[src/hdl/iiwv_pkg.sv]
// ---------------------------------------------------------------------------
// iiwv_pkg
// Shared types and constants of the integral image window variance unit.
// ---------------------------------------------------------------------------
package iiwv_pkg;

    // largest image, all field and table widths below are sized for it
    localparam int MAX_WIDTH  = 512;
    localparam int MAX_HEIGHT = 512;

    // field widths
    localparam int PIX_W    = 8;
    localparam int POS_W    = 9;
    localparam int SIZE_W   = 10;
    localparam int DIM_W    = 10;
    localparam int SUM_W    = 26;
    localparam int SQ_W     = 35;
    localparam int SQ_OUT_W = 34;
    localparam int MEAN_W   = 24;
    localparam int VAR_W    = 30;
    localparam int STAT_W   = 2;
    localparam int RS_W     = 17;
    localparam int RSQ_W    = 25;

    // arithmetic widths of the statistics path
    localparam int AREA_W   = 20;
    localparam int DEN_W    = 40;
    localparam int NUM_W    = 54;
    localparam int QUO_W    = 30;
    localparam int DVD_W    = DEN_W + QUO_W;
    localparam int SQH_W    = 17;

    // status codes
    localparam logic [STAT_W-1:0] ST_OK        = 2'd0;
    localparam logic [STAT_W-1:0] ST_BAD_WIN   = 2'd1;
    localparam logic [STAT_W-1:0] ST_NOT_READY = 2'd2;

    // operation codes
    localparam logic OP_LOAD  = 1'b0;
    localparam logic OP_QUERY = 1'b1;

    // register indexes
    localparam logic REG_WIDTH  = 1'b0;
    localparam logic REG_HEIGHT = 1'b1;

    // window corners read from the tables
    localparam logic [1:0] CRN_BR = 2'd0;
    localparam logic [1:0] CRN_BL = 2'd1;
    localparam logic [1:0] CRN_TR = 2'd2;
    localparam logic [1:0] CRN_TL = 2'd3;

    typedef struct packed {
        logic              operation;
        logic [PIX_W-1:0]  pixel_value;
        logic [POS_W-1:0]  win_x;
        logic [POS_W-1:0]  win_y;
        logic [SIZE_W-1:0] win_w;
        logic [SIZE_W-1:0] win_h;
    } t_in;

    typedef struct packed {
        logic [SUM_W-1:0]    window_sum;
        logic [SQ_OUT_W-1:0] window_sq_sum;
        logic [MEAN_W-1:0]   mean_q16;
        logic [VAR_W-1:0]    variance_q16;
        logic [STAT_W-1:0]   status;
    } t_out;

    typedef struct packed {
        logic       ld_issue;
        logic       ld_write;
        logic       q_capture;
        logic       q_check;
        logic       rd_en;
        logic [1:0] rd_corner;
        logic       mul1;
        logic       mul2;
        logic       num;
        logic       div_start;
        logic       div_sel;
        logic       cap_var;
        logic       cap_mean;
    } t_cmd;

    typedef struct packed {
        logic q_bad;
        logic div_done;
    } t_stat;

endpackage

[src/hdl/iiwv_ctrl.sv]
// ---------------------------------------------------------------------------
// iiwv_ctrl
// Controller: sequences pixel loads and window queries over the datapath.
// ---------------------------------------------------------------------------
module iiwv_ctrl (
    input  logic             i_clk,
    input  logic             i_rst_n,
    input  logic             i_start,
    input  logic             i_op,
    input  iiwv_pkg::t_stat  i_stat,
    output iiwv_pkg::t_cmd   o_cmd,
    output logic             o_busy,
    output logic             o_valid
);

    localparam logic [4:0] S_IDLE  = 5'd0;
    localparam logic [4:0] S_LD_WR = 5'd1;
    localparam logic [4:0] S_Q_CHK = 5'd2;
    localparam logic [4:0] S_Q_DEC = 5'd3;
    localparam logic [4:0] S_RD0   = 5'd4;
    localparam logic [4:0] S_RD1   = 5'd5;
    localparam logic [4:0] S_RD2   = 5'd6;
    localparam logic [4:0] S_RD3   = 5'd7;
    localparam logic [4:0] S_ACC   = 5'd8;
    localparam logic [4:0] S_MUL1  = 5'd9;
    localparam logic [4:0] S_MUL2  = 5'd10;
    localparam logic [4:0] S_NUM   = 5'd11;
    localparam logic [4:0] S_VST   = 5'd12;
    localparam logic [4:0] S_VWT   = 5'd13;
    localparam logic [4:0] S_MST   = 5'd14;
    localparam logic [4:0] S_MWT   = 5'd15;
    localparam logic [4:0] S_OUT   = 5'd16;

    logic [4:0] r_state;
    logic [4:0] n_state;
    logic       accept;

    assign accept = i_start && (r_state == S_IDLE);

    // next state
    always_comb begin
        n_state = r_state;
        unique case (r_state)
            S_IDLE:  if (i_start) n_state = (i_op == iiwv_pkg::OP_LOAD) ? S_LD_WR : S_Q_CHK;
            S_LD_WR: n_state = S_IDLE;
            S_Q_CHK: n_state = S_Q_DEC;
            S_Q_DEC: n_state = i_stat.q_bad ? S_OUT : S_RD0;
            S_RD0:   n_state = S_RD1;
            S_RD1:   n_state = S_RD2;
            S_RD2:   n_state = S_RD3;
            S_RD3:   n_state = S_ACC;
            S_ACC:   n_state = S_MUL1;
            S_MUL1:  n_state = S_MUL2;
            S_MUL2:  n_state = S_NUM;
            S_NUM:   n_state = S_VST;
            S_VST:   n_state = S_VWT;
            S_VWT:   if (i_stat.div_done) n_state = S_MST;
            S_MST:   n_state = S_MWT;
            S_MWT:   if (i_stat.div_done) n_state = S_OUT;
            S_OUT:   n_state = S_IDLE;
            default: n_state = S_IDLE;
        endcase
    end

    always_ff @(posedge i_clk) begin
        if (!i_rst_n) begin
            r_state <= S_IDLE;
        end else begin
            r_state <= n_state;
        end
    end

    // commands to the datapath
    always_comb begin
        o_cmd.ld_issue  = accept && (i_op == iiwv_pkg::OP_LOAD);
        o_cmd.q_capture = accept && (i_op == iiwv_pkg::OP_QUERY);
        o_cmd.ld_write  = (r_state == S_LD_WR);
        o_cmd.q_check   = (r_state == S_Q_CHK);
        o_cmd.rd_en     = (r_state == S_RD0) || (r_state == S_RD1)
                       || (r_state == S_RD2) || (r_state == S_RD3);
        unique case (r_state)
            S_RD1:   o_cmd.rd_corner = iiwv_pkg::CRN_BL;
            S_RD2:   o_cmd.rd_corner = iiwv_pkg::CRN_TR;
            S_RD3:   o_cmd.rd_corner = iiwv_pkg::CRN_TL;
            default: o_cmd.rd_corner = iiwv_pkg::CRN_BR;
        endcase
        o_cmd.mul1      = (r_state == S_MUL1);
        o_cmd.mul2      = (r_state == S_MUL2);
        o_cmd.num       = (r_state == S_NUM);
        o_cmd.div_start = (r_state == S_VST) || (r_state == S_MST);
        o_cmd.div_sel   = (r_state == S_MST) || (r_state == S_MWT);
        o_cmd.cap_var   = (r_state == S_VWT) && i_stat.div_done;
        o_cmd.cap_mean  = (r_state == S_MWT) && i_stat.div_done;
    end

    assign o_busy  = (r_state != S_IDLE);
    assign o_valid = (r_state == S_OUT);

    // a result is shown for one cycle only
    a_out_once: assert property (@(posedge i_clk) disable iff (!i_rst_n)
        (r_state == S_OUT) |=> (r_state == S_IDLE))
        else $error("result state not left after one cycle");

    // an accepted load writes its table entry in the following cycle
    a_load_write: assert property (@(posedge i_clk) disable iff (!i_rst_n)
        o_cmd.ld_issue |=> o_cmd.ld_write)
        else $error("load not followed by table write");

    // a divider start is never followed directly by another start
    a_div_start: assert property (@(posedge i_clk) disable iff (!i_rst_n)
        o_cmd.div_start |-> !$past(o_cmd.div_start))
        else $error("divider started on consecutive cycles");

endmodule

[config.mk]
export PLATFORM = sky130hd
export DESIGN_NAME = iiwv_ctrl
export DESIGN_NICKNAME = d
export VERILOG_FILES = /design/src/hdl/iiwv_pkg.sv /design/src/hdl/iiwv_ctrl.sv
export SDC_FILE = /design/constraint.sdc
export NUM_CORES = 1
export LEC_CHECK = 0
export BUFFER_PORTS_ARGS = -buffer_cell sky130_fd_sc_hd__buf_4
export CORE_AREA = 2 2 39 41
export CTS_CLUSTER_SIZE = 30
export DETAILED_ROUTE_END_ITERATION = 8
export DIE_AREA = 0 0 41 43
export GPL_TIMING_DRIVEN = 0
export MAX_ROUTING_LAYER = met4
export PLACE_DENSITY = 0.7
export RECOVER_POWER = 50
export SYNTH_ARGS = -nofsm -noshare
export SYNTH_HDL_FRONTEND = slang
export SYNTH_SLANG_ARGS = --single-unit
[constraint.sdc]
create_clock -name i_clk -period 1.9 [get_ports i_clk]
set_clock_uncertainty 0.05 [all_clocks]
set_input_delay 0.38 -clock i_clk [delete_from_list [all_inputs] [get_ports i_clk]]
set_output_delay 0.38 -clock i_clk [all_outputs]
set_load 0.01 [all_outputs]
**Yosys cells after proc, flatten, opt, wreduce, memory -nomap -nowiden**

Cells that the tools add are included.

- Memories: 0
- Latch bits: 0
- RAM bits: 0
- Input bits: 6
- Output and inout bits: 16
- Logic and storage cells: 41
- Flip-flop bits (word level): 5
- Bits in read-only memories: 0

- Multiply operators: 0
- Reduce and logical (&&, ||, !) cells: 13
- Multiplexer cells: 7
- Bitwise operators: 1
- Add/subtract/negate cells: 0
- Order comparisons: 0
- Shifts and indexed selects: 0
- Divide/modulo/power cells: 0
- Eq/ne operators: 19

Operators with widths:

| kind | number |
|---|---|
| case mux 5 bit (15 select lines) | 1 |
| == test 5 x 4 -> 1 bit, second input constant | 8 |
| == test 5 x 3 -> 1 bit, second input constant | 4 |
| 2-to-1 mux 5 bit | 4 |
| == test 5 x 2 -> 1 bit, second input constant | 2 |
| != test 2 bit, second input constant | 3 |
| case mux 2 bit (3 select lines) | 1 |
| == test 5 x 1 -> 1 bit, second input constant | 1 |
| == test 5 bit, second input constant | 1 |
| logical AND 1 bit | 5 |
| logical NOT 5 bit | 1 |
| logical OR 1 bit | 5 |
| nonzero test 5 bit | 1 |
| AND reduction 3 bit | 1 |
| 2-to-1 mux 2 bit | 1 |
| inverter 1 bit | 1 |

**Logic depth before layout (Yosys ltp)**

Gate-level depths: netlist (run 1).

- Depth after elaboration: 4
- Depth in mapped cells: 5
- Depth with buffers taken out: 4

**Worst setup path before layout (run 1)**

No wires, ideal clock.

- Path kind: reg2out
- Start point: register r_state[3]
- End point: output o_cmd[13] in the netlist's numbering
- Data required time: 1.470 ns
- Cell stages (with the launch flop): 6
- Path slack: 0.322 ns
- Path buffers: 1
- Arrival: 1.148 ns
- Cells stage by stage: dfxtp_1 > buf_6 > or3_4 > nor3_4 > nand2_1 > nor2_1

RTL lines:

| element | line | RTL |
|---|---|---|
| from (decl) | iiwv_ctrl.sv:34 | `logic [4:0] r_state;` |
| from (signal assigned) | iiwv_ctrl.sv:69 | `r_state <= n_state;` |
| to (decl) | iiwv_ctrl.sv:11 | `output iiwv_pkg::t_cmd o_cmd,` |

==> results of run 1 <==
-- what timing repair did --
item | CTS | global route
pin swaps | 3 | 1
gates resized for setup | 6 | 3
endpoints found under the setup margin | 5 | 5
gates cloned | 0 | 0
setup buffers | 2 | 0
-- critical path: cells and delay by family, from the launching register on --
kind	cells	cell delay, ns
buffers and inverters	1	0.09
AND/OR/NAND/NOR	3	0.78
flip-flops	1	0.32
-- through the flow --
step                      hold slack [ns]  setup slack [ns]
after floorplan                     0.483             0.322
after global placement              0.587             0.218
after detailed placement            0.608             0.217
after CTS                           0.366          -0.00818
after global routing                0.371           -0.0128
final                               0.366            0.0371
-- kinds of logic (layout without fill, tap and decap cells) --
family	Yosys count	count (layout)	synth area share
DFF	5	5	0.223
AOI/OAI and AO/OA	10	10	0.162
and+or+nand+nor	42	42	0.540
buffers and inverters	6	32	0.0752
-- final timing paths --
| path | from | cells after the start | endpoint | slack [ns] |
|---|---|---|---|---|
| worst max-delay path | r_state[2] | 4 | o_cmd[11] | 0.04 |
| worst min register to register | r_state[4] | 2 | r_state[3] | 0.60 |
| worst max register to register | r_state[0] | 4 | r_state[2] | 0.54 |
| worst min-delay path | i_rst_n | 2 | r_state[1] | 0.37 |
-- metal layers --
| layer | global-route usage | vias to the layer above | part of all wire |
|---|---|---|---|
| li1 | - | 274 | - |
| met1 | 0.168 | 242 | 0.41 |
| met2 | 0.238 | 25 | 0.51 |
| met3 | 0.0681 | 0 | 0.073 |
| met4 | 0.0333 | 0 | 0 |
| met5 | - | - | 0 |
-- area by class of cell --
type / count / share of cell area
buffer: 4 / 0.0337
multi-input combinational: 52 / 0.487
tap: 16 / 0.0300
sequential: 5 / 0.157
clock buffer: 4 / 0.0393
timing repair buffer: 23 / 0.247
inverter: 1 / 0.00562
-- power breakdown --
group	switching, W	internal, W
clock network	0.0000448	0.0000795
registers	0.00000274	0.000108
logic	0.0000420	0.0000426
total	0.0000896	0.000230
-- cells in the final DEF (no fill, tap or decap), types with 2 or more instances in the layout --
cell / count
buf_4: 19
nor2_1: 10
nand2_1: 7
nand2b_1: 5
clkbuf_4: 4
clkbuf_1: 4
buf_2: 3
nor3_1: 3
and2_1: 3
dfxtp_1: 3
o21ai_0: 2
a211o_1: 2
a21boi_1: 2
==> impl_metrics.ini, run 1 <==
[cells_and_area]
utilization = 0.483
multi_input_area_um2 = 325
largest_register = r_state
reg_top3 = r_state (5)
seq_area_um2 = 105
num-fill-cells = 144
syn_to_final_growth_pct = 48.7
antenna_cells = 0
postLayoutCellArea_um2 = 668
largest_reg_flops = 5
final_nets = 96
drive_above_1_share = 0.382
instances_no_fill = 105

[setup_path]
worstPathArrival_ns = 1.43
required_ns = 1.47
path_class = register to primary output
cp-start-kind = register
endpoint_kind = primary output
critPathMaxFanout = 3
crit_slowest_cell = or3_4
cpPeakStageDelay_ns = 0.41
crit_path_cell_trace = or3_4 > nor3_4 > and3_4 > buf_6

[synth]
ys_seq_area_frac = 0.223
synth.most_common_cell = nor2_1
synth_top_area_frac = 0.223
ys_top_cells_by_area = dfxtp_1 (22%), nor2_1 (9.2%), nand2b_1 (7.0%)
ys_types = 27
synthFlopType = dfxtp_1
syn-num-nets = 69
syn-instance-count = 63
synth_commonest_cells = nor2_1 (11), nand2_1 (7), dfxtp_1 (5), nand2b_1 (5), and2_1 (4)
syn_area_um2 = 449
post_synth.cell_area_avg_um2 = 7.13
yosysWarningCount = 0
yosysTopAreaCell = dfxtp_1
synth_edf_count = 0
synth-seq-cells = 5
async_flop_share = 0

[sta]
setup_viol = 0
drv_slew = 0
rsz0062_at_grt = true
max_freq_mhz = 537
fin_setup_tns_ns = 0
fin_crit_ns = 1.86
final-hold-violation-count = 0
period_share = 0.980
slew_headroom = 0.785
worst_pin_slew_ns = 0.320

[drt]
drtIter0Drc = 7
antenna_left = 0
drt_wl_total_mm = 1.19
vias = 541
drc = 0
wire_per_inst_um = 11.3
dr.pass1.iters = 4
vias_per_cell = 5.15

[hold_path]
hold_path_class = input port to register

[die]
initial_core_util = 0.325
die_w_um = 41
core_area_um2 = 1380
die_area_um2 = 1760
num_rows = 14
io_pins = 22
fp.dieH_um = 43

[place]
placed_cells = 100
portBuffers = 21
gp_congestion = 0.825
place_area_um2 = 627
dp_hpwl_um = 896

[clock_network]
cts_tree = done
cts_buffer_depth = 2
htree_levels = 1
clock_sinks = 5
clk_latency_ns = 0.25
numCtsBuffers = 3
cts_root_buffer = clkbuf_4
cts_hold_buffers = 0
clk_pin_slew_ns = 0.05

[grt]
grt_pass1_vias = 479
grt_max_degree = 11
overflow = 0
track_usage = 0.150
grt_pass1_wl_mm = 1.80
antenna_found_initial = 0

[power_and_ir_drop]
power_density_nw_per_um2 = 478
power_leakage_nw = 0.312
p_total_w = 0.000319
irDropWorstVdd_v = 0.000513

[run_status]
status = complete, no violations

[run]
maxCapViolations = 0
(Power assumes the default switching activity.)
==> inputs of run 2 (changes only) <==
PLACE_DENSITY = default   (was 0.7)
PLACE_DENSITY_LB_ADDON = 0.3   (was default)
SETUP_SLACK_MARGIN = 0.05   (was default)
==> run 2 against run 1 <==
Effect of this change:
- non-clock buffer count rose by 1
- cell count rose by 0.95%
- sequential power barely moved
- clock-buffer cell count did not move
- hold slack improved by 0.0054 ns
- first-iteration DRC count fell by 43%
- clock power barely moved
- die area did not move
- flip-flop and latch count did not move
- total power fell by 0.42%
- final area rose by 1.1%
- via count fell by 1.3%
- largest power group unchanged
==> impl_metrics.ini, run 2 (same netlist as run 1, synthesis figures left out) <==
[run_status]
status = complete, no violations

[cells_and_area]
final_cell_mix = buf_4 (22), nor2_1 (9), nand2_1 (7)
multi_input_area_um2 = 323
largest_reg_flops = 5
final_common_cell = buf_4
num-fill-cells = 133
seq_area_um2 = 103
largest_register = r_state
antenna_cells = 0
final_nets = 97
postLayoutCellArea_um2 = 676
syn_to_final_growth_pct = 50.4
utilization = 0.488
reg_top3 = r_state (5)
drive_above_1_share = 0.411

[sta]
final-hold-violation-count = 0
rsz0062_at_grt = true
fin_crit_ns = 1.85
setup_ws_ns = 0.0454
drv_slew = 0
period_share = 0.976
whs_ns = 0.371
setup_viol = 0
slew_headroom = 0.787
fin_setup_tns_ns = 0
max_freq_mhz = 539
worst_pin_slew_ns = 0.317

[drt]
dr.pass1.iters = 5
vias = 534
antenna_left = 0
drt_wl_total_mm = 1.25
vias_per_cell = 5.04
wire_per_inst_um = 11.8
drtIter0Drc = 4
drc = 0

[grt]
track_usage = 0.168
overflow = 0
grt_pass1_wl_mm = 1.99
grt_pass1_vias = 506
antenna_found_initial = 0
grt_max_degree = 11

[die]
io_pins = 22
die_area_um2 = 1760
core_area_um2 = 1380
initial_core_util = 0.325
fp.dieH_um = 43
num_rows = 14
die_w_um = 41

[setup_path]
r2r_cells = 5
path_class = register to primary output
worstPathArrival_ns = 1.42
critPathMaxFanout = 3
cp-start-kind = register
required_ns = 1.47
endpoint_kind = primary output

[place]
place_area_um2 = 627
gp_congestion = 0.787
dpl_worst_slack_ns = 0.201
portBuffers = 21
dp_hpwl_um = 918

[clock_network]
cts_tree = done
numCtsBuffers = 3
cts_root_buffer = clkbuf_4
cts_buffer_depth = 2
clock_sinks = 5
clk_latency_ns = 0.24
htree_levels = 1
cts_hold_buffers = 0
clk_pin_slew_ns = 0.04

[power_and_ir_drop]
power_leakage_nw = 0.326
irDropWorstVdd_v = 0.000315
power_density_nw_per_um2 = 471

[run]
maxCapViolations = 0

[hold_path]
hold_path_class = input port to register
min_path_cells = 2
[run 2: final timing paths]
kind	start	endpoint	slack [ns]
worst max-delay path	r_state[2]	o_cmd[13]	0.05
worst min-delay path	i_rst_n	r_state[2]	0.37
worst max register to register	r_state[1]	r_state[1]	0.52
worst min register to register	r_state[4]	r_state[3]	0.60
[run 2: area by class of cell]
cell class / count / area share
multi-input combinational: 52 / 0.478
timing repair buffer: 24 / 0.267
sequential: 5 / 0.152
clock buffer: 4 / 0.0389
buffer: 4 / 0.0296
tap: 16 / 0.0296
inverter: 1 / 0.00556
[run 2: metrics by stage]
step,std cells,total power (W)
after CTS,107,0.000322
after floorplan,63,0.000163
after global placement,100,0.000196
final,106,0.000318
after global routing,106,0.000340
after detailed placement,100,0.000197
[run 2: power by group]
| part | switching [W] | internal (W) |
|---|---|---|
| Clock | 0.0000417 | 0.0000793 |
| Combinational | 0.0000423 | 0.0000430 |
| Sequential | 0.00000251 | 0.000109 |
| Total | 0.0000865 | 0.000231 |
[run 2: per-layer routing]
| layer | up-vias | part of all wire | global-route usage | wire, um |
|---|---|---|---|---|
| met4 | 0 | 0 | 0.0200 | 0 |
| met5 | - | 0 | - | 0 |
| met1 | 239 | 0.39 | 0.171 | 492 |
| met2 | 21 | 0.52 | 0.288 | 650 |
| li1 | 274 | - | - | - |
| met3 | 0 | 0.084 | 0.0785 | 105 |
[run 2: repair_timing]
item	CTS	global route
resized for setup	3	6
buffers inserted	3	0
setup endpoints to repair	5	13
pin swaps	4	4
[run 2: critical path: stages, from the launching register on]
cell and delay [ns]:
dfxtp_2 0.32, or3_4 0.41, nor3_4 0.14, nand2_1 0.08, nor2_1 0.11, buf_4 0.13
